## src/hdl/batch_norm_forward_unit_assert.svh

```systemverilog
// Assertion macros for the batch normalization unit.
`ifndef BATCH_NORM_FORWARD_UNIT_ASSERT_SVH
`define BATCH_NORM_FORWARD_UNIT_ASSERT_SVH

// Same-cycle implication, checked out of reset.
`define BNF_ASSERT_NOW(lbl, ante, cons, msg) \
    lbl: assert property (@(posedge clk) disable iff (!rst_n) (ante) |-> (cons)) \
        else $error(msg);

// Next-cycle implication, checked out of reset.
`define BNF_ASSERT_NEXT(lbl, ante, cons, msg) \
    lbl: assert property (@(posedge clk) disable iff (!rst_n) (ante) |=> (cons)) \
        else $error(msg);

`endif

```

## src/hdl/bnf_pkg.sv

```systemverilog
// Shared types, constants and helpers of the batch normalization unit.
package bnf_pkg;

    // defaults for the top-level parameters
    localparam int MAX_BATCH_DEF = 64;
    localparam int FEATURES_DEF  = 256;

    // widest feature table index (FEATURES up to 4096)
    localparam int FIDX_MAX_W = 12;

    // command queue between front and back
    localparam int Q_DEPTH = 4;

    // divider geometry
    localparam int DIV_DVD_W = 64;
    localparam int DIV_DVS_W = 32;

    // 1.0 in Q16.16
    localparam logic [16:0] ONE_Q16 = 17'd65536;

    // configuration register indexes
    localparam int CFG_IDX_W  = 2;
    localparam int CFG_DATA_W = 17;
    localparam logic [CFG_IDX_W-1:0] CFG_TRAINING = 2'd0;
    localparam logic [CFG_IDX_W-1:0] CFG_EPSILON  = 2'd1;
    localparam logic [CFG_IDX_W-1:0] CFG_MOMENTUM = 2'd2;

    // input command codes
    localparam logic CMD_SAMPLE = 1'b0;
    localparam logic CMD_LOAD   = 1'b1;

    // work kinds after classification
    localparam logic [1:0] KIND_LOAD  = 2'd0;
    localparam logic [1:0] KIND_INFER = 2'd1;
    localparam logic [1:0] KIND_TRAIN = 2'd2;

    typedef struct packed {
        logic               command;
        logic [7:0]         feature;
        logic signed [31:0] sample_value;
        logic               batch_last;
        logic signed [31:0] gamma_in;
        logic signed [31:0] beta_in;
    } item_t;

    typedef struct packed {
        logic signed [31:0] norm_value;
        logic [7:0]         out_feature;
        logic               out_last;
        logic               overflow_flag;
    } result_t;

    typedef struct packed {
        logic               training_mode;
        logic [15:0]        epsilon_q16;
        logic [16:0]        momentum_q16;
    } cfg_t;

    typedef struct packed {
        logic [1:0]            kind;
        logic [FIDX_MAX_W-1:0] fidx;
        logic [7:0]            feature;
        logic signed [31:0]    sample_value;
        logic                  batch_last;
        logic signed [31:0]    gamma_in;
        logic signed [31:0]    beta_in;
    } cmd_t;

    typedef struct packed {
        logic                 start;
        logic [DIV_DVD_W-1:0] dividend;
        logic [DIV_DVS_W-1:0] divisor;
    } div_req_t;

    typedef struct packed {
        logic                 done;
        logic [DIV_DVD_W-1:0] quotient;
    } div_rsp_t;

    // feature modulo table size, restoring subtract over the 8 feature bits
    function automatic logic [FIDX_MAX_W-1:0] feat_mod(input logic [7:0] f, input int features);
        int r;
        int k;
        r = int'(f);
        for (k = 7; k >= 0; k--)
        begin
            if (r >= (features << k))
            begin
                r = r - (features << k);
            end
        end
        return FIDX_MAX_W'(r);
    endfunction

endpackage

```

## src/hdl/bnf_div.sv

```systemverilog
// Restoring divider, one quotient bit per cycle.
module bnf_div (
    input  logic              clk,
    input  logic              rst_n,
    input  bnf_pkg::div_req_t req,
    output bnf_pkg::div_rsp_t rsp
);
    import bnf_pkg::*;

    localparam int CNT_W = $clog2(DIV_DVD_W);

    logic                 busy_reg;
    logic                 done_reg;
    logic [CNT_W-1:0]     cnt_reg;
    logic [DIV_DVS_W-1:0] rem_reg;
    logic [DIV_DVD_W-1:0] quo_reg;
    logic [DIV_DVS_W-1:0] dvs_reg;
    logic [DIV_DVS_W:0]   trial;
    logic [DIV_DVS_W+1:0] diff;
    logic                 ge;

    // trial subtract of the shifted remainder
    assign trial = {rem_reg, quo_reg[DIV_DVD_W-1]};
    assign diff  = {1'b0, trial} - {2'b00, dvs_reg};
    assign ge    = ~diff[DIV_DVS_W+1];

    assign rsp.done     = done_reg;
    assign rsp.quotient = quo_reg;

    // iteration control
    always_ff @(posedge clk or negedge rst_n)
    begin
        if (!rst_n)
        begin
            busy_reg <= 1'b0;
            done_reg <= 1'b0;
            cnt_reg  <= '0;
        end
        else
        begin
            done_reg <= busy_reg && (cnt_reg == CNT_W'(DIV_DVD_W - 1));
            if (req.start)
            begin
                busy_reg <= 1'b1;
                cnt_reg  <= '0;
            end
            else if (busy_reg)
            begin
                cnt_reg <= cnt_reg + CNT_W'(1);
                if (cnt_reg == CNT_W'(DIV_DVD_W - 1))
                begin
                    busy_reg <= 1'b0;
                end
            end
        end
    end

    // remainder and quotient shift
    always_ff @(posedge clk)
    begin
        if (req.start)
        begin
            rem_reg <= '0;
            quo_reg <= req.dividend;
            dvs_reg <= req.divisor;
        end
        else if (busy_reg)
        begin
            rem_reg <= ge ? diff[DIV_DVS_W-1:0] : trial[DIV_DVS_W-1:0];
            quo_reg <= {quo_reg[DIV_DVD_W-2:0], ge};
        end
    end

endmodule

```

## config.mk

```make
export PLATFORM = sky130hd
export DESIGN_NAME = bnf_div
export DESIGN_NICKNAME = d
export VERILOG_FILES = /design/src/hdl/batch_norm_forward_unit_assert.svh /design/src/hdl/bnf_pkg.sv /design/src/hdl/bnf_div.sv
export SDC_FILE = /design/constraint.sdc
export NUM_CORES = 1
export LEC_CHECK = 0
export CELL_PAD_IN_SITES_DETAIL_PLACEMENT = 1
export CELL_PAD_IN_SITES_GLOBAL_PLACEMENT = 1
export CORE_MARGIN = 2
export CORE_UTILIZATION = 50
export CTS_CLUSTER_DIAMETER = 80
export DETAILED_ROUTE_END_ITERATION = 8
export DONT_BUFFER_PORTS = 1
export GPL_TIMING_DRIVEN = 1
export PLACE_DENSITY_LB_ADDON = 0.1
export SLEW_MARGIN = 20
export SYNTH_ARGS = -nofsm -noshare
export SYNTH_HDL_FRONTEND = slang
export SYNTH_SLANG_ARGS = --single-unit
```

## constraint.sdc

```tcl
create_clock -name clk -period 4.65 [get_ports clk]
set_clock_uncertainty 0.15 [all_clocks]
set_input_delay 0.93 -clock clk [delete_from_list [all_inputs] [get_ports clk]]
set_output_delay 0.93 -clock clk [all_outputs]
set_load 0.01 [all_outputs]
```

==> results of run 1 <==
[worst paths after layout]
path	cells after the start	from	endpoint	slack [ns]
max	12	quo_reg[63]$_DFFE_PP_	rem_reg[30]$_SDFFE_PP0P_	1.09
min	0	rst_n	cnt_reg[5]$_DFFE_PN0P_	0.05
max reg2reg	12	quo_reg[63]$_DFFE_PP_	rem_reg[30]$_SDFFE_PP0P_	1.09
min reg2reg	2	rem_reg[31]$_SDFFE_PP0P_	rem_reg[31]$_SDFFE_PP0P_	0.34
max in group asynchronous	0	rst_n	busy_reg$_DFF_PN0_	4.22
min in group clk	2	rem_reg[31]$_SDFFE_PP0P_	rem_reg[31]$_SDFFE_PP0P_	0.34
[power by group]
part           leakage [nW]  switching [W]  internal, W
Combinational          1.57       0.000818     0.000580
Clock                 0.301       0.000581     0.000860
Sequential             1.36       0.000176      0.00151
[cells in the final DEF, fill, tap and decap left out, types with 21 or more instances in the layout]
master,count
edfxtp_1,96
ha_1,33
dfxtp_1,32
xnor2_1,21
inv_1,42
o21ai_0,24
mux2_2,64
a21oi_1,32
nand2_1,66
nor2_1,48
[worst register-to-register path: cells and delay by family, from the launching register on]
| family | cells | cell delay [ns] |
|---|---|---|
| flip-flops | 1 | 0.47 |
| adder cells (fa/ha/maj) | 2 | 0.58 |
| AND/OR/NAND/NOR | 1 | 0.15 |
| AO/OA/AOI/OAI | 6 | 1.74 |
| XOR/XNOR | 1 | 0.18 |
| buffers and inverters | 2 | 0.18 |
[logic make-up after synthesis]
logic type	after synthesis
xor+xnor	33
fa+ha+maj	34
flops	136
mux	66
buf+inv	76
compound gates	140
simple gates	167
[routing by layer]
metal	track usage (%)	wire (um)	vias up
met5	0	0	-
met4	7.52	194	0
met3	8.60	1230	17
met2	38.4	8570	138
met1	26.8	7300	2448
li1	-	-	2387
[layout make-up]
type	count	area share (%)
Antenna cell	1	0.0311
Sequential cell	136	46.3
Clock buffer	18	5.33
Multi-Input combinational cell	440	41.0
Clock inverter	14	2.32
Inverter	43	2.00
Tap cell	184	2.86
Timing Repair Buffer	2	0.186
[per-stage QoR]
step | hold slack, ns | worst slack [ns] | utilization [%] | total power, W
2_1_floorplan | 0.305 | 1.49 | - | 0.00281
3_3_place_gp | 0.311 | 1.17 | 51.5 | 0.00306
3_5_place_dp | 0.330 | 1.09 | 51.5 | 0.00310
4_1_cts | 0.0264 | 1.06 | 55.8 | 0.00456
5_1_grt | 0.0269 | 0.815 | 55.8 | 0.00478
6_report | 0.0498 | 1.09 | 55.8 | 0.00452
==> key figures, run 1 <==
Synthesis
  – Mean post-synth cell area: 11.3 um2
  – Post-synthesis compound-gate area fraction: 14.5%
  – Synth Area in Simple Gates: between 10% and 20%
  – Mapped Area: 7340 um2
  – Most frequent cell after synthesis: edfxtp_1
  – Post-synthesis adder-cell area fraction: 5.90%
  – YS warnings: 0
  – Register area share after synthesis: 50.7%
  – Syn_nets: 785
  – Netlist cell types: 62
  – Ys async rst share: 5.88%
  – Mux share of post-synthesis cell area: 10.1%
  – Post-synth EDFFs: 96
  – Area leader, netlist: edfxtp_1
  – Synth Instances: 652
  – Top FF cell, synth: edfxtp_1
  – FF+latch count, synth: 136
  – Most frequent cells after synthesis: 96 x edfxtp_1, 66 x nand2_1, 64 x mux2_2, 48 x nor2_1, 42 x inv_1
  – Largest family of logic cells by synthesized area: compound AO/OA/AOI/OAI gates
  – Xor/xnor share of the synthesized area: 3.94%
  – Synth area leaders: edfxtp_1 39%, mux2_2 9.8%, dfxtp_1 8.7%
  – Proportion of netlist area held by the largest area contributor: 39.3%

Pwr
  – Pwr/cell area: 562 nW/um2
  – P_leak: roughly 3.2 nW
  – VDD IR max: roughly 400 uV

CTS
  – Post-CTS setup buffer count: 0
  – H-tree levels: 4
  – Clock root cell: clkbuf_16
  – # clock sinks: around 140
  – Hold-fix buffers at CTS: 0
  – Post-CTS sizing: 0
  – Clock insertion delay at the later pin of the skew report: 0.43 ns
  – Total CTS buffers: 17
  – CTS tree: built
  – Maximum clock path buffer count: 2
  – Clock slew seen by the registers of the worst setup and hold paths: ~0.060 ns

Critical path
  – Worst Path Max Fanout: 3
  – WP data required: between 4 and 5 ns
  – Crit path largest cell delay: 0.49 ns
  – Crit path DAT: 3.71 ns
  – Top cell by count, worst path: inv_1
  – Setup crit start kind: flip-flop
  – Kind of critical path: flip-flop to flip-flop
  – Critical-path cell list: inv_1 -> ha_1 -> inv_1 -> fa_1 -> a211o_1 -> a211oi_2 -> o21ai_1 -> a2111oi_2 -> nor2_1 -> a311oi_1 -> xor2_1 -> o21ai_0
  – Buf+Inv Stages, Crit Path: 2
  – Slowest cell on crit path: a2111oi_2
  – Crit path capture type: flip-flop
  – Family with the most delay on the worst path: compound AO/OA/AOI/OAI gates

Global routing
  – Total global routing overflow: 0
  – First-pass GRT wire length: roughly 29 mm
  – Global Route Usage Sum: 22.7%
  – Initial antenna violation count: 1
  – Largest net degree at the start of global routing: 137
  – Vias in the first global route: between 5000 and 6000

Place
  – I/O Buffers: 0
  – Cell Count Post-Placement: 805
  – Placer Congestion: 0.817
  – DP Area: approximately 7400 um2
  – Post-DP HPWL: 11.7 mm

Die
  – Core ar.: 14400 um2
  – Die ar.: 15700 um2
  – Starting Density: 50.9%
  – Die height: 125 um
  – I/O pin count: between 150 and 200
  – Die width: 125 um
  – Row cnt: 44

Layout
  – Register cell area after layout: 3720 um2
  – Layout cells sized above 1: between 15 and 20%
  – Fill cells: 1524
  – Max reg flops: 64
  – Nets: ~770
  – Layout area overhead: 9.68%
  – Multi-input gate area: approximately 3300 um2
  – Final instance area: 8050 um2
  – Final Non-Filler Cells: 838

Flow run
  – Max-cap viol count: 0

Detailed routing
  – DRT Wirelength: between 15 and 20 mm
  – WL/cell: 20.6 um
  – Initial drt markers: 232
  – DR pass1 iterations: 5
  – DRC errors left: 0
  – Via Count: 4990
  – Final ANT Viol Nets: 0
  – Drt via density: approximately 6

STA
  – Final setup viols: 0
  – RSZ-0062 raised after global routing: false
  – Setup TNS: 0 ns
  – Fmax: 0.281 GHz
  – Post-route minimum period: approximately 3.6 ns
  – Worst-margin pin slew: 0.860 ns
  – Fin. Hold Viols: 0
  – Slew headroom: between 40 and 50%
  – Pins Over Slew Limit: 0
  – Period Utilization, post-route: 76.7%

Hold path
  – Class of the worst hold path: input pin to async pin

Status
  – Status: finished, final reports clean
Power figures use the tool's default switching activity.
==> inputs of run 2 (changes only) <==
- clock period: 4.65 -> 3.6 ns (I/O delays scaled with it)
==> key figures, run 2 (synthesized netlist as in run 1, its figures left out) <==
Global routing
  – First-pass GRT wire length: 28.6 mm (+0.24%)
  – Total global routing overflow: 0 (unchanged)
  – Vias in the first global route: 5460 (-1.1%)
  – Initial antenna violation count: 0 (-1)
  – Largest net degree at the start of global routing: 137 (unchanged)
  – Global Route Usage Sum: 22.9% (+0.21 points)

CTS
  – # clock sinks: 136 (unchanged)
  – Clock insertion delay at the later pin of the skew report: 0.43 ns (about the same)
  – H-tree levels: 4 (unchanged)
  – Clock slew seen by the registers of the worst setup and hold paths: 0.07 ns (about the same)
  – CTS tree: built
  – Total CTS buffers: 17 (unchanged)
  – Clock root cell: clkbuf_16
  – Post-CTS setup buffer count: 0 (unchanged)
  – Maximum clock path buffer count: 2 (unchanged)

Detailed routing
  – WL/cell: 20.8 um (+0.94%)
  – Drt via density: 5.92 (-0.53%)
  – DRT Wirelength: 17.5 mm (+1.4%)
  – DRC errors left: 0 (unchanged)
  – Initial drt markers: 317 (+37%)
  – DR pass1 iterations: 4 (-1)
  – Via Count: 4987 (-0.060%)
  – Final ANT Viol Nets: 0 (unchanged)

Hold path
  – Min-Delay Startpoint: req[5]
  – Class of the worst hold path: input pin to flip-flop

Layout
  – Nets: 778 (+0.65%)
  – Antenna Cells: 0 (-1)
  – Final core utilization: 56.2% (+0.36 points)
  – Layout area overhead: 10.4%
  – Fill cells: 1503 (-1.4%)
  – Most frequent cells in the layout: 96 x edfxtp_1, 66 x nand2_1, 64 x mux2_2
  – Max reg flops: 64 (unchanged)
  – Layout cells sized above 1: 18.5% (+0.78 points)
  – Most common cell after layout, fill and taps aside: edfxtp_1

Die
  – Core ar.: 14400 um2 (unchanged)
  – Starting Density: 50.9% (unchanged)
  – Die width: 125 um (unchanged)
  – I/O pin count: 164 (unchanged)
  – Die height: 125 um (unchanged)
  – Die ar.: 15700 um2 (unchanged)
  – Row cnt: 44 (unchanged)

Critical path
  – R2R setup slack: 0.26 ns (-0.82 ns)
  – Start point of the critical path: quo_reg[63]$_DFFE_PP_
  – Cells on worst reg2reg path: 12 (unchanged)
  – Worst Path Max Fanout: 3 (unchanged)
  – Setup crit start kind: flip-flop
  – Crit path DAT: 3.50 ns (-0.21 ns)
  – Crit path capture type: flip-flop
  – Kind of critical path: flip-flop to flip-flop
  – WP data required: 3.76 ns (-1.04 ns)
  – R2R Path End: rem_reg[30]$_SDFFE_PP0P_
  – Crit path to: rem_reg[30]$_SDFFE_PP0P_
  – Reg2reg start: quo_reg[63]$_DFFE_PP_

Pwr
  – VDD IR max: 442 uV (+11%)
  – Comb pwr share: 31.7% (+0.8 points)
  – Switching share of power: 34.9% (+0.042 points)
  – Internal Pwr Total: 0.00383 W (+30%)
  – Reg power frac: 37.0% (-0.2 points)
  – P_leak: 3.26 nW (+0.84%)
  – Clock Power Share: 31.3% (-0.6 points)
  – Pwr/cell area: 726 nW/um2 (+29%)
  – NetSw: 0.00205 W (+30%)

STA
  – Worst-margin pin slew: 0.795 ns (-0.0657 ns)
  – Pins Over Slew Limit: 0 (unchanged)
  – Final setup viols: 0 (unchanged)
  – Post-route minimum period: 3.34 ns (-0.226 ns)
  – Slew headroom: 47.0% (+4.4 points)
  – Period Utilization, post-route: 92.7% (+16 points)
  – Fin. Hold Viols: 0 (unchanged)
  – Setup TNS: 0 ns (unchanged)
  – RSZ-0062 raised after global routing: false
  – Fmax: 0.300 GHz (+6.8%)
  – Hold Worst Slack: 0.233 ns (+0.183 ns)

Place
  – I/O Buffers: 0 (unchanged)
  – Post-DP HPWL: 12.1 mm (+3.1%)
  – Placer Congestion: 0.851 (+4.2%)

Flow run
  – Max-cap viol count: 0 (unchanged)

Status
  – Status: finished, final reports clean
-- run 2: changes by cell type in the layout (fill, tap and decap cells not counted), sizes merged --
cell,before,now
buf,2,6
clkbuf,18,17
clkinv,6,5
clkinvlp,0,1
diode,1,0
dlygate4sd3,0,1
inv,48,49
-- run 2: stage by stage --
step	total power (W)	cells	worst slack, ns	cell area (um2)
floorplan	0.00363	652	0.456	7340
global placement	0.00397	809	0.218	7460
detailed placement	0.00403	809	0.125	7460
CTS	0.00591	842	0.117	8090
global route	0.00622	842	0.0170	8100
finish	0.00588	842	0.262	8100
-- run 2: cell type report --
| cell class | count | area [um2] | share of cell area, % |
|---|---|---|---|
| Multi-Input combinational cell | 440 | 3320 | 41.0 |
| Clock buffer | 17 | 425 | 5.25 |
| Inverter | 43 | 161 | 1.99 |
| Tap cell | 184 | 230 | 2.84 |
| Timing Repair Buffer | 7 | 55.1 | 0.679 |
| Sequential cell | 136 | 3720 | 46.0 |
| Clock inverter | 15 | 188 | 2.32 |
-- run 2: worst min path at each step --
stage,endpoint,cells past startpoint
2_1_floorplan,busy_reg$_DFF_PN0_,0
3_3_place_gp,cnt_reg[2]$_DFFE_PN0P_,0
3_5_place_dp,cnt_reg[1]$_DFFE_PN0P_,0
4_1_cts,cnt_reg[5]$_DFFE_PN0P_,1
5_1_grt,cnt_reg[0]$_DFFE_PN0P_,1
6_report,dvs_reg[5]$_DFFE_PP_,0
-- run 2: critical path, cell delays in order (launching register included) --
cell and delay (ns):
edfxtp_1 0.38, inv_1 0.10, ha_1 0.16, inv_1 0.05, fa_1 0.42, a211o_1 0.35, a211oi_2 0.33, o21ai_2 0.16
a2111oi_4 0.41, nor2_1 0.12, a311oi_1 0.33, xor2_1 0.17, o21ai_0 0.09
-- run 2: power by group through the flow --
stage	logic, W	registers (W)	clock network, W
4_1_cts	0.00185	0.00218	0.00188
5_1_grt	0.00207	0.00221	0.00193
2_1_floorplan	0.00150	0.00214	0
6_report	0.00186	0.00218	0.00184
3_5_place_dp	0.00183	0.00220	0
3_3_place_gp	0.00178	0.00220	0
-- run 2: what timing repair did --
action                                 4_1_cts  5_1_grt
hold buffers                                 1        0
setup endpoints to repair                    0        1
endpoints found under the hold margin        8        0
resized for setup                            0        2
-- run 2: metal layers --
layer / global-route usage, % / wire, um / vias to the layer above
met2: 38.0 / 8600 / 158
met3: 9.33 / 1280 / 24
li1: - / - / 2386
met4: 7.84 / 297 / 0
met1: 27.2 / 7350 / 2419
met5: 0 / 0 / -
