--- src/hdl/batch_norm_forward_unit_assert.svh ---
// Assertion macros for the batch normalization unit.
`ifndef BATCH_NORM_FORWARD_UNIT_ASSERT_SVH
`define BATCH_NORM_FORWARD_UNIT_ASSERT_SVH

// Same-cycle implication, checked out of reset.
`define BNF_ASSERT_NOW(lbl, ante, cons, msg) \
    lbl: assert property (@(posedge clk) disable iff (!rst_n) (ante) |-> (cons)) \
        else $error(msg);

// Next-cycle implication, checked out of reset.
`define BNF_ASSERT_NEXT(lbl, ante, cons, msg) \
    lbl: assert property (@(posedge clk) disable iff (!rst_n) (ante) |=> (cons)) \
        else $error(msg);

`endif

--- src/hdl/bnf_pkg.sv ---
// Shared types, constants and helpers of the batch normalization unit.
package bnf_pkg;

    // defaults for the top-level parameters
    localparam int MAX_BATCH_DEF = 64;
    localparam int FEATURES_DEF  = 256;

    // widest feature table index (FEATURES up to 4096)
    localparam int FIDX_MAX_W = 12;

    // command queue between front and back
    localparam int Q_DEPTH = 4;

    // divider geometry
    localparam int DIV_DVD_W = 64;
    localparam int DIV_DVS_W = 32;

    // 1.0 in Q16.16
    localparam logic [16:0] ONE_Q16 = 17'd65536;

    // configuration register indexes
    localparam int CFG_IDX_W  = 2;
    localparam int CFG_DATA_W = 17;
    localparam logic [CFG_IDX_W-1:0] CFG_TRAINING = 2'd0;
    localparam logic [CFG_IDX_W-1:0] CFG_EPSILON  = 2'd1;
    localparam logic [CFG_IDX_W-1:0] CFG_MOMENTUM = 2'd2;

    // input command codes
    localparam logic CMD_SAMPLE = 1'b0;
    localparam logic CMD_LOAD   = 1'b1;

    // work kinds after classification
    localparam logic [1:0] KIND_LOAD  = 2'd0;
    localparam logic [1:0] KIND_INFER = 2'd1;
    localparam logic [1:0] KIND_TRAIN = 2'd2;

    typedef struct packed {
        logic               command;
        logic [7:0]         feature;
        logic signed [31:0] sample_value;
        logic               batch_last;
        logic signed [31:0] gamma_in;
        logic signed [31:0] beta_in;
    } item_t;

    typedef struct packed {
        logic signed [31:0] norm_value;
        logic [7:0]         out_feature;
        logic               out_last;
        logic               overflow_flag;
    } result_t;

    typedef struct packed {
        logic               training_mode;
        logic [15:0]        epsilon_q16;
        logic [16:0]        momentum_q16;
    } cfg_t;

    typedef struct packed {
        logic [1:0]            kind;
        logic [FIDX_MAX_W-1:0] fidx;
        logic [7:0]            feature;
        logic signed [31:0]    sample_value;
        logic                  batch_last;
        logic signed [31:0]    gamma_in;
        logic signed [31:0]    beta_in;
    } cmd_t;

    typedef struct packed {
        logic                 start;
        logic [DIV_DVD_W-1:0] dividend;
        logic [DIV_DVS_W-1:0] divisor;
    } div_req_t;

    typedef struct packed {
        logic                 done;
        logic [DIV_DVD_W-1:0] quotient;
    } div_rsp_t;

    // feature modulo table size, restoring subtract over the 8 feature bits
    function automatic logic [FIDX_MAX_W-1:0] feat_mod(input logic [7:0] f, input int features);
        int r;
        int k;
        r = int'(f);
        for (k = 7; k >= 0; k--)
        begin
            if (r >= (features << k))
            begin
                r = r - (features << k);
            end
        end
        return FIDX_MAX_W'(r);
    endfunction

endpackage

--- src/hdl/bnf_queue.sv ---
// Short command queue between front and back.
module bnf_queue (
    input  logic          clk,
    input  logic          rst_n,
    input  logic          wr_en,
    input  bnf_pkg::cmd_t wr_data,
    input  logic          rd_en,
    output bnf_pkg::cmd_t head,
    output logic          q_full,
    output logic          q_empty
);
    import bnf_pkg::*;

    localparam int PTR_W = $clog2(Q_DEPTH);
    localparam int CNT_W = $clog2(Q_DEPTH + 1);

    cmd_t             ent_reg [Q_DEPTH];
    logic [PTR_W-1:0] wr_ptr_reg;
    logic [PTR_W-1:0] rd_ptr_reg;
    logic [CNT_W-1:0] count_reg;

    assign q_full  = (count_reg == CNT_W'(Q_DEPTH));
    assign q_empty = (count_reg == '0);
    assign head    = ent_reg[rd_ptr_reg];

    // pointers and fill level
    always_ff @(posedge clk or negedge rst_n)
    begin
        if (!rst_n)
        begin
            wr_ptr_reg <= '0;
            rd_ptr_reg <= '0;
            count_reg  <= '0;
        end
        else
        begin
            if (wr_en)
            begin
                wr_ptr_reg <= wr_ptr_reg + PTR_W'(1);
            end
            if (rd_en)
            begin
                rd_ptr_reg <= rd_ptr_reg + PTR_W'(1);
            end
            if (wr_en && !rd_en)
            begin
                count_reg <= count_reg + CNT_W'(1);
            end
            else if (rd_en && !wr_en)
            begin
                count_reg <= count_reg - CNT_W'(1);
            end
        end
    end

    // entry storage
    always_ff @(posedge clk)
    begin
        if (wr_en)
        begin
            ent_reg[wr_ptr_reg] <= wr_data;
        end
    end

endmodule

--- config.mk ---
export PLATFORM = sky130hd
export DESIGN_NAME = bnf_queue
export DESIGN_NICKNAME = d
export VERILOG_FILES = /design/src/hdl/batch_norm_forward_unit_assert.svh /design/src/hdl/bnf_pkg.sv /design/src/hdl/bnf_queue.sv
export SDC_FILE = /design/constraint.sdc
export NUM_CORES = 1
export LEC_CHECK = 0
export BUFFER_PORTS_ARGS = -buffer_cell sky130_fd_sc_hd__buf_4
export CORE_UTILIZATION = 61
export CTS_BUF_LIST = sky130_fd_sc_hd__clkbuf_16
export CTS_CLUSTER_SIZE = 24
export DETAILED_ROUTE_END_ITERATION = 10
export MAX_ROUTING_LAYER = met4
export PLACE_DENSITY = 0.84
export SETUP_SLACK_MARGIN = 0.15
export SYNTH_ARGS = -nofsm -noshare
export SYNTH_HDL_FRONTEND = slang
export SYNTH_SLANG_ARGS = --single-unit
--- constraint.sdc ---
create_clock -name clk -period 7.4 [get_ports clk]
set_input_delay 1.48 -clock clk [delete_from_list [all_inputs] [get_ports clk]]
set_output_delay 1.48 -clock clk [all_outputs]
set_load 0.05 [all_outputs]
==> metrics.md, run 1 <==
| Metric | Value |
|---|---|
| Endpoints failing hold | `0` |
| Num CTS Buffers | `47` |
| Antenna violation net count after detailed routing | `0` |
| Top routing layer in use | `met4` |
| CP Launch Type | `flop` |
| Max VDD drop | `0.364 mV` |
| Adder-Cell Fraction of Synth Area | `0.469%` |
| Crit-path max cell delay | `1.07 ns` |
| Fin area | `21,200 µm²` |
| Slew Viols, Final | `0` |
| Cell area power density | `467 nW/µm²` |
| M1 WL | `12,300 µm` |
| P_leak | `7.29 nW` |
| Commonest cells after routing, fill and taps aside | `edfxtp_1, buf_4, mux4_2` |
| Post-CTS Hold Buffers | `0` |
| Row cnt | `61` |
| DR WL met3 | `2410 µm` |
| CTS sink cnt | `483` |
| Post-synthesis net count | `785` |
| Critical path launch point | `rd_ptr_reg[1]` |
| Post-CTS resize count | `0` |
| CP Class | `flop to primary output` |
| Top-area cell type share of the netlist area | `81.2%` |
| Crit-path most repeated cell | `buf_4` |
| Post-synthesis mux area share | `15.3%` |
| First-pass GRT wire length | `47,400 µm` |
| Worst reg2reg startpoint | `wr_ptr_reg[1]` |
| CTS Buffer Depth | `3` |
| Fin cells | `1,342` |
| Share of cells above drive strength 1 | `45.0%` |
| H-tree depth | `2` |
| Crit path capture type | `primary output` |
| Routed length on met2 | `16,500 µm` |
| # port buffers | `243` |
| Initial antenna violation count | `3` |
| Synthesized cell area | `17,600 µm²` |
| Mapped Avg Cell Area | `26.8 µm²` |
| Pin count of the biggest net entering global routing | `95` |
| Placed Area | `19,700 µm²` |
| Outcome | `complete, no violations` |
| DIE HEIGHT | `172 µm` |
| Starting DRT DRC Count | `592` |
| Total Neg Setup Slack | `0 ns` |
| Area Overhead vs Synth | `20.6%` |
| Synth area leader | `edfxtp_1` |
| Max reg flops | `476` |
| Sequential area share after synthesis | `82.2%` |
| Largest family of logic cells by synthesized area | `multiplexers` |
| CP Depth | `3` |
| Synth Area in Simple Gates | `0.277%` |
| Clock skew | `0.0109 ns` |
| Max frequency | `220 MHz` |
| Synth top area cells | `edfxtp_1, mux4_2, dfrtp_1, buf_8, ha_1` |
| Worst setup path end | `head[65]` |
| Tmin final | `4.55 ns` |
| Buffers & Inverters on Critical Path | `2` |
| Xor and xnor fraction of the mapped netlist area | `0.298%` |
| Most common cell after layout, fill and taps aside | `edfxtp_1` |
| RSZ-0062 raised after global routing | `false` |
| Placer Congestion | `0.770` |
| Routed WL per cell | `24.0 µm` |
| Final WL | `32,200 µm` |
| Vias post-DR | `7,934` |
| Die area | `29,500 µm²` |
| Root Buffer Master | `clkbuf_16` |
| Vias in the first global route | `8,289` |
| CP Data Required Time | `5.92 ns` |
| Reg2reg end | `ent_reg[1][55]` |
| Worst R2R Setup Slack | `4.72 ns` |
| Worst path cell trace | `buf_4 > mux4_2 > buf_4` |
| Worst-margin pin slew | `0.995 ns` |
| Reg2reg path depth | `4` |
| Relative slew slack | `33.7%` |
| Critical Path AT | `3.07 ns` |
| Crit path max-delay cell type | `dfrtp_4` |
| Fin crit share | `61.5%` |
| Post-CTS Repair Setup Buffers | `0` |
| DRC | `0` |
| Die W | `172 µm` |
| Top Family by Delay on Critical Path | `flip-flops` |
| Clock slew at reported path FFs | `0.06 ns` |
| Synth Instances | `656` |
| Hold WC Path Type | `flop to flop` |
| Placed insts | `1,256` |
| Hold path start | `count_reg[2]` |
| Boundary pin count | `244` |
| Synth Area in Compound Gates | `0.0284%` |
| Clk_lat worst skew | `0.53 ns` |
| Core area | `28,100 µm²` |
| Synthesis Warnings | `0` |
| Hpwl dp | `18,500 µm` |
| Yosys cell types | `21` |
| Gr usage total | `22.7%` |
| CTS tree | `yes` |
| Nets | `1,056` |
| Yosys reg bits | `483` |
| Overflow after GRT | `0` |
| Initial Utilization | `62.7%` |
| Critical path fanouts, max | `67` |
| Max-cap viol count | `0` |
| Final Setup Violations | `0` |
| Vias per std cell | `5.91` |
| Initial DRT Pass Iterations | `5` |
| Post-route core utilization | `75.6%` |
==> cells by family after synthesis <==
kind of cell | after synthesis
and+or+nand+nor | 9
DFF | 483
xor gates and xnor gates | 6
adders and majority gates | 6
muxes | 120
AOI/OAI and AO/OA | 1
buffers and inverters | 31
==> per-layer routing <==
layer	vias up	track usage, %
li1	3385	-
met1	4175	29.4
met2	313	35.8
met3	61	5.15
met4	0	8.35
met5	-	-
==> through the flow <==
stage | setup slack [ns] | hold WS (ns) | power (mW)
after floorplan | 2.70 | 0.456 | 6.74
after global placement | 3.38 | 0.474 | 7.67
after detailed placement | 3.39 | 0.483 | 7.73
after CTS | 2.81 | 0.493 | 10.0
after global routing | 2.73 | 0.520 | 10.3
final | 2.85 | 0.497 | 9.92
==> power by group <==
part	internal, mW	total [mW]	leakage (nW)	switching (mW)
Sequential	3.59	3.83	4.45	0.243
Clock	1.36	2.28	0.757	0.917
Combinational	1.30	3.81	2.08	2.51
Total	6.25	9.92	7.29	3.67
==> area by class of cell <==
class	count	area (µm²)
Multi-Input combinational cell	142	2890
Timing Repair Buffer	249	1880
Fill cell	1496	6850
Inverter	4	15.0
Antenna cell	3	7.51
Clock buffer	49	1230
Tap cell	378	473
Clock inverter	34	263
Sequential cell	483	14500
==> Yosys cell counts <==
| master | n |
|---|---|
| edfxtp_1 | 476 |
| mux4_2 | 119 |
| buf_2 | 12 |
| buf_8 | 8 |
| dfrtp_1 | 7 |
| ha_1 | 5 |
| and2_1 | 4 |
| inv_1 | 4 |
| xor2_1 | 4 |
| clkbuf_1 | 3 |
| buf_6 | 2 |
| nand2_1 | 2 |
| xnor2_1 | 2 |
| buf_12 | 1 |
| buf_4 | 1 |
| fa_1 | 1 |
| mux2_2 | 1 |
| nor2_1 | 1 |
| nor3_1 | 1 |
| nor3b_1 | 1 |
| o21ai_0 | 1 |
==> worst min path at each step <==
| stage | end | depth (start not counted) |
|---|---|---|
| 3_3_place_gp | count_reg[2] | 1 |
| 3_5_place_dp | count_reg[2] | 1 |
| 2_1_floorplan | count_reg[2] | 1 |
| 4_1_cts | count_reg[2] | 1 |
| 5_1_grt | count_reg[2] | 1 |
| 6_report | count_reg[2] | 1 |
No activity file was read; power rests on OpenSTA's default activity.
==> inputs of run 2 (changes only) <==
- CORE_UTILIZATION: 61 -> 57
- PLACE_DENSITY: 0.84 -> 0.79
- clock period: 7.4 -> 4.2 ns (I/O delays scaled with it)
==> metrics.md, run 2 (synthesis results as in run 1) <==
| Metric | Value |
|---|---|
| Outcome | `complete, no violations` |
| CP Class | `flop to primary output` |
| Post-CTS Hold Buffers | `0` |
| Worst-margin pin slew | `0.896 ns` |
| Slew Viols, Final | `0` |
| Overflow after GRT | `0` |
| Hold WC Path Type | `input pin to asynchronous set/reset pin` |
| Crit-path max cell delay | `0.68 ns` |
| CTS sink cnt | `483` |
| Total Neg Setup Slack | `0 ns` |
| # port buffers | `243` |
| Layout fillers | `1,760` |
| Hpwl dp | `19,000 µm` |
| Clk_lat worst skew | `0.54 ns` |
| Die area | `31,600 µm²` |
| Placed Area | `19,900 µm²` |
| Starting DRT DRC Count | `484` |
| H-tree depth | `2` |
| Final Setup Violations | `0` |
| Row cnt | `63` |
| Final WL | `32,400 µm` |
| Placed insts | `1,277` |
| Register area | `14,500 µm²` |
| Initial antenna violation count | `0` |
| CP Launch Type | `flop` |
| First-pass GRT wire length | `48,200 µm` |
| CTS tree | `yes` |
| Total power | `17.5 mW` |
| Pin count of the biggest net entering global routing | `63` |
| Buffers & Inverters on Critical Path | `2` |
| RSZ-0062 raised after global routing | `false` |
| Multi-input logic area | `2890 µm²` |
| Max-cap viol count | `0` |
| Max VDD drop | `0.569 mV` |
| Initial Utilization | `58.6%` |
| Crit path max-delay cell type | `dfrtp_4` |
| Critical Path AT | `2.46 ns` |
| Max frequency | `303 MHz` |
| DRC | `0` |
| Relative slew slack | `40.2%` |
| Fin area | `21,400 µm²` |
| Endpoints failing hold | `0` |
| Initial DRT Pass Iterations | `5` |
| Share of cells above drive strength 1 | `45.8%` |
| Routed WL per cell | `23.7 µm` |
| Worst path cell trace | `buf_12 > mux4_2 > buf_4` |
| Crit path capture type | `primary output` |
| Vias per std cell | `5.70` |
| Most common cell after layout, fill and taps aside | `edfxtp_1` |
| Area Overhead vs Synth | `21.3%` |
| Post-CTS Repair Setup Buffers | `0` |
| Critical path fanouts, max | `47` |
| Num CTS Buffers | `47` |
| Vias in the first global route | `8,434` |
| Top Family by Delay on Critical Path | `flip-flops` |
| Cell area power density | `819 nW/µm²` |
| Gr usage total | `21.5%` |
| Post-CTS resize count | `0` |
| Boundary pin count | `244` |
| Fin crit share | `78.5%` |
| Vias post-DR | `7,784` |
| CTS Buffer Depth | `3` |
| Clock skew | `0.0188 ns` |
| Nets | `1,065` |
| P_leak | `7.36 nW` |
| Die W | `178 µm` |
| Root Buffer Master | `clkbuf_16` |
| Antenna violation net count after detailed routing | `0` |
| CP Data Required Time | `3.36 ns` |
| Placer Congestion | `0.694` |
| Max reg flops | `476` |
| Fin cells | `1,365` |
| Commonest cells after routing, fill and taps aside | `edfxtp_1, buf_4, mux4_2` |
| Core area | `30,000 µm²` |
| DIE HEIGHT | `178 µm` |
| Inserted Diodes | `0` |
| Clock slew at reported path FFs | `0.06 ns` |
| Tmin final | `3.30 ns` |
-- run 2: final timing paths --
path | depth (start not counted) | start | to | slack, ns
min in group clk | 1 | wr_data[19] | ent_reg[2][19] | 0.49
worst min-delay path | 1 | rst_n | count_reg[2] | 0.09
worst max-delay path | 3 | rd_ptr_reg[0] | head[34] | 0.90
max in group asynchronous | 1 | rst_n | rd_ptr_reg[1] | 3.97
worst max register to register | 4 | wr_ptr_reg[1] | ent_reg[1][54] | 2.03
worst min register to register | 1 | count_reg[2] | count_reg[2] | 0.49
-- run 2: layer usage --
layer | wire length [µm] | GRT usage, %
met3 | 2160 | 4.52
met2 | 16500 | 34.8
met4 | 915 | 7.30
met5 | 0 | -
met1 | 12800 | 27.4
-- run 2: stage by stage --
step / worst slack [ns] / hold slack, ns / util (%)
2_1_floorplan: 1.44 / 0.456 / -
3_3_place_gp: 1.42 / 0.471 / 66.2
3_5_place_dp: 1.42 / 0.476 / 66.2
4_1_cts: 0.827 / 0.0796 / 71.1
5_1_grt: 0.753 / 0.0747 / 71.1
6_report: 0.905 / 0.0935 / 71.1
-- run 2: final cells by class --
cell class | instances | area share (%)
inverters | 4 | 0.0703
clock buffers | 47 | 5.51
multi-input cells | 142 | 13.5
well taps | 390 | 2.28
repair buffers | 258 | 9.48
flip-flops and latches | 483 | 67.8
clock inverters | 41 | 1.37
-- run 2: power by group --
part | total (mW) | internal (mW) | switching (mW)
Combinational | 6.89 | 2.38 | 4.52
Clock | 3.96 | 2.28 | 1.68
Sequential | 6.64 | 6.30 | 0.341
Total | 17.5 | 11.0 | 6.53
==> inputs of run 3 (changes only) <==
- ABC_AREA: not set -> 1
- CORE_UTILIZATION: 57 -> 52
- PLACE_DENSITY: 0.79 -> 0.76
- clock period: 4.2 -> 2.8 ns (I/O delays scaled with it)
==> metrics.md, run 3 <==
| Metric | Value |
|---|---|
| CP Launch Type | `flop` |
| Yosys cell types | `17` |
| Post-route core utilization | `66.2%` |
| Die W | `195 µm` |
| Starting DRT DRC Count | `779` |
| Fin crit share | `93.8%` |
| Gr usage total | `22.2%` |
| Mapped Avg Cell Area | `13.5 µm²` |
| Worst-margin pin slew | `0.624 ns` |
| WHS | `0.187 ns` |
| Nets | `1,852` |
| DIE HEIGHT | `195 µm` |
| Vias post-DR | `11,800` |
| First-pass GRT wire length | `62,400 µm` |
| Critical path fanouts, max | `16` |
| Max reg flops | `476` |
| Final Setup Violations | `0` |
| Max-cap viol count | `0` |
| Post-synth top flop | `edfxtp_1` |
| Endpoints failing hold | `0` |
| Num CTS Buffers | `48` |
| CP Data Required Time | `2.24 ns` |
| Reg2reg path depth | `5` |
| Row cnt | `70` |
| Share of cells above drive strength 1 | `22.3%` |
| Fin cells | `2,231` |
| Hold WC Path Type | `input pin to flop` |
| Boundary pin count | `244` |
| Routed WL per cell | `19.3 µm` |
| CTS Buffer Depth | `3` |
| Initial Utilization | `52.9%` |
| RSZ-0062 raised after global routing | `true` |
| Synth area leader | `edfxtp_1` |
| Outcome | `complete, no violations` |
| Cell area power density | `1300 nW/µm²` |
| Synth Instances | `1,436` |
| Most common cell after layout, fill and taps aside | `edfxtp_1` |
| Initial DRT Pass Iterations | `6` |
| Final WL | `43,000 µm` |
| Hold endpoint | `ent_reg[0][37]` |
| Placed insts | `2,107` |
| Worst reg2reg startpoint | `wr_ptr_reg[0]` |
| Most common cell in the synthesized netlist | `edfxtp_1` |
| Sequential area share after synthesis | `74.7%` |
| Die area | `38,000 µm²` |
| Ranking of synthesized cells by instance count | `edfxtp_1, nand2_1, inv_1, o211ai_1, buf_6` |
| Post-synth ARST share | `1.45%` |
| Tmin final | `2.63 ns` |
| Placed Area | `21,800 µm²` |
| Hpwl dp | `23,600 µm` |
| Hold Path Depth | `1` |
| Max VDD drop | `1.13 mV` |
| Core area | `36,600 µm²` |
| Clock slew at reported path FFs | `0.06 ns` |
| Pin count of the biggest net entering global routing | `68` |
| Reg2reg end | `ent_reg[0][55]` |
| Critical Path AT | `2.07 ns` |
| CTS tree | `yes` |
| CP Class | `flop to primary output` |
| # port buffers | `243` |
| CTS sink cnt | `483` |
| Synthesis Warnings | `0` |
| Placer Congestion | `0.764` |
| Clock skew | `0.0145 ns` |
| Relative slew slack | `58.3%` |
| Root Buffer Master | `clkbuf_16` |
| Hold path start | `wr_data[37]` |
| Clk_lat worst skew | `0.57 ns` |
| Worst R2R Setup Slack | `0.84 ns` |
| Crit path capture type | `primary output` |
| H-tree depth | `2` |
| Commonest cells after routing, fill and taps aside | `edfxtp_1, nand2_1, inv_1` |
| Vias in the first global route | `11,300` |
| Vias per std cell | `5.28` |
| Top-area cell type share of the netlist area | `73.8%` |
| Overflow after GRT | `0` |
| Initial antenna violation count | `4` |
| Yosys reg bits | `483` |
| Slew Viols, Final | `0` |
| Antenna violation net count after detailed routing | `0` |
| Total power | `31.4 mW` |
| P_leak | `9.77 nW` |
| Fin area | `24,200 µm²` |
| Layout fillers | `2,502` |
| Area Overhead vs Synth | `25.0%` |
| Max frequency | `381 MHz` |
| Post-synth EDFFs | `476` |
| Synthesized cell area | `19,400 µm²` |
| DRC | `0` |
| Synth top area cells | `edfxtp_1, o211ai_1, nand2_1, inv_1, buf_6` |
| Post-synthesis net count | `1,565` |
run 3: critical path: stages, from the launching register on:
cell and delay [ns]:
dfrtp_4 0.50, buf_6 0.17, buf_16 0.17, o211ai_1 0.33, nand2_1 0.15, buf_6 0.18
run 3: layer usage:
layer | track usage (%) | wire length [µm] | vias to the layer above | part of all wire (%)
met1 | 28.5 | 17600 | 5674 | 41
met2 | 35.1 | 20700 | 439 | 48
met3 | 4.82 | 3500 | 77 | 8.1
met5 | - | 0 | - | 0
li1 | - | - | 5600 | -
met4 | 8.17 | 1210 | 0 | 2.8
run 3: timing repair:
| action | in CTS | in global routing |
|---|---|---|
| hold buffers | 1 | 0 |
| hold endpoints to repair | 7 | 0 |
| gates resized for setup | 14 | 83 |
| pin swaps | 4 | 66 |
| buffers inserted | 9 | 6 |
| gates cloned | 3 | 15 |
| setup endpoints to repair | 117 | 85 |
run 3: per-stage QoR:
stage	setup TNS [ns]	worst slack, ns
finish	0	0.172
global route	0	0.0959
CTS	0	0.0982
detailed placement	0	0.579
global placement	0	0.582
floorplan	-46.88	-0.0985
run 3: worst max-delay path by stage:
stage / slack [ns] / end / startpoint
3_3_place_gp: 0.58 / head[32] / rd_ptr_reg[1]
3_5_place_dp: 0.58 / head[6] / rd_ptr_reg[1]
2_1_floorplan: -0.1 / ent_reg[1][0] / wr_en
6_report: 0.17 / head[95] / rd_ptr_reg[0]
4_1_cts: 0.1 / head[32] / rd_ptr_reg[0]
5_1_grt: 0.1 / head[5] / rd_ptr_reg[0]
run 3: final cells by class:
class	instances	area [µm²]	area share (%)
antenna	4	10.0	0.0413
clock buffer	49	1230	5.06
clock inverter	37	298	1.23
inverter	250	966	3.99
multi-input combinational	623	3350	13.8
sequential	483	14500	59.8
tap	468	586	2.42
timing repair buffer	317	3310	13.7
run 3: kinds of logic (layout without fill, tap and decap cells):
| group | Yosys count | after routing | synth area share, % |
|---|---|---|---|
| flip-flops | 483 | 483 | 74.7 |
| AND/OR/NAND/NOR | 374 | 374 | 7.28 |
| buffers and inverters | 330 | 653 | 8.16 |
| AO/OA/AOI/OAI | 239 | 239 | 9.25 |
| adder cells (fa/ha/maj) | 6 | 6 | 0.426 |
| XOR/XNOR | 4 | 4 | 0.181 |
| other | 0 | 4 | 0 |
run 3: where the power goes:
group          switching, mW  internal, mW  leakage (nW)
Clock                   2.59          3.62         0.789
Combinational           10.3          5.13          4.53
Sequential             0.362          9.45          4.45
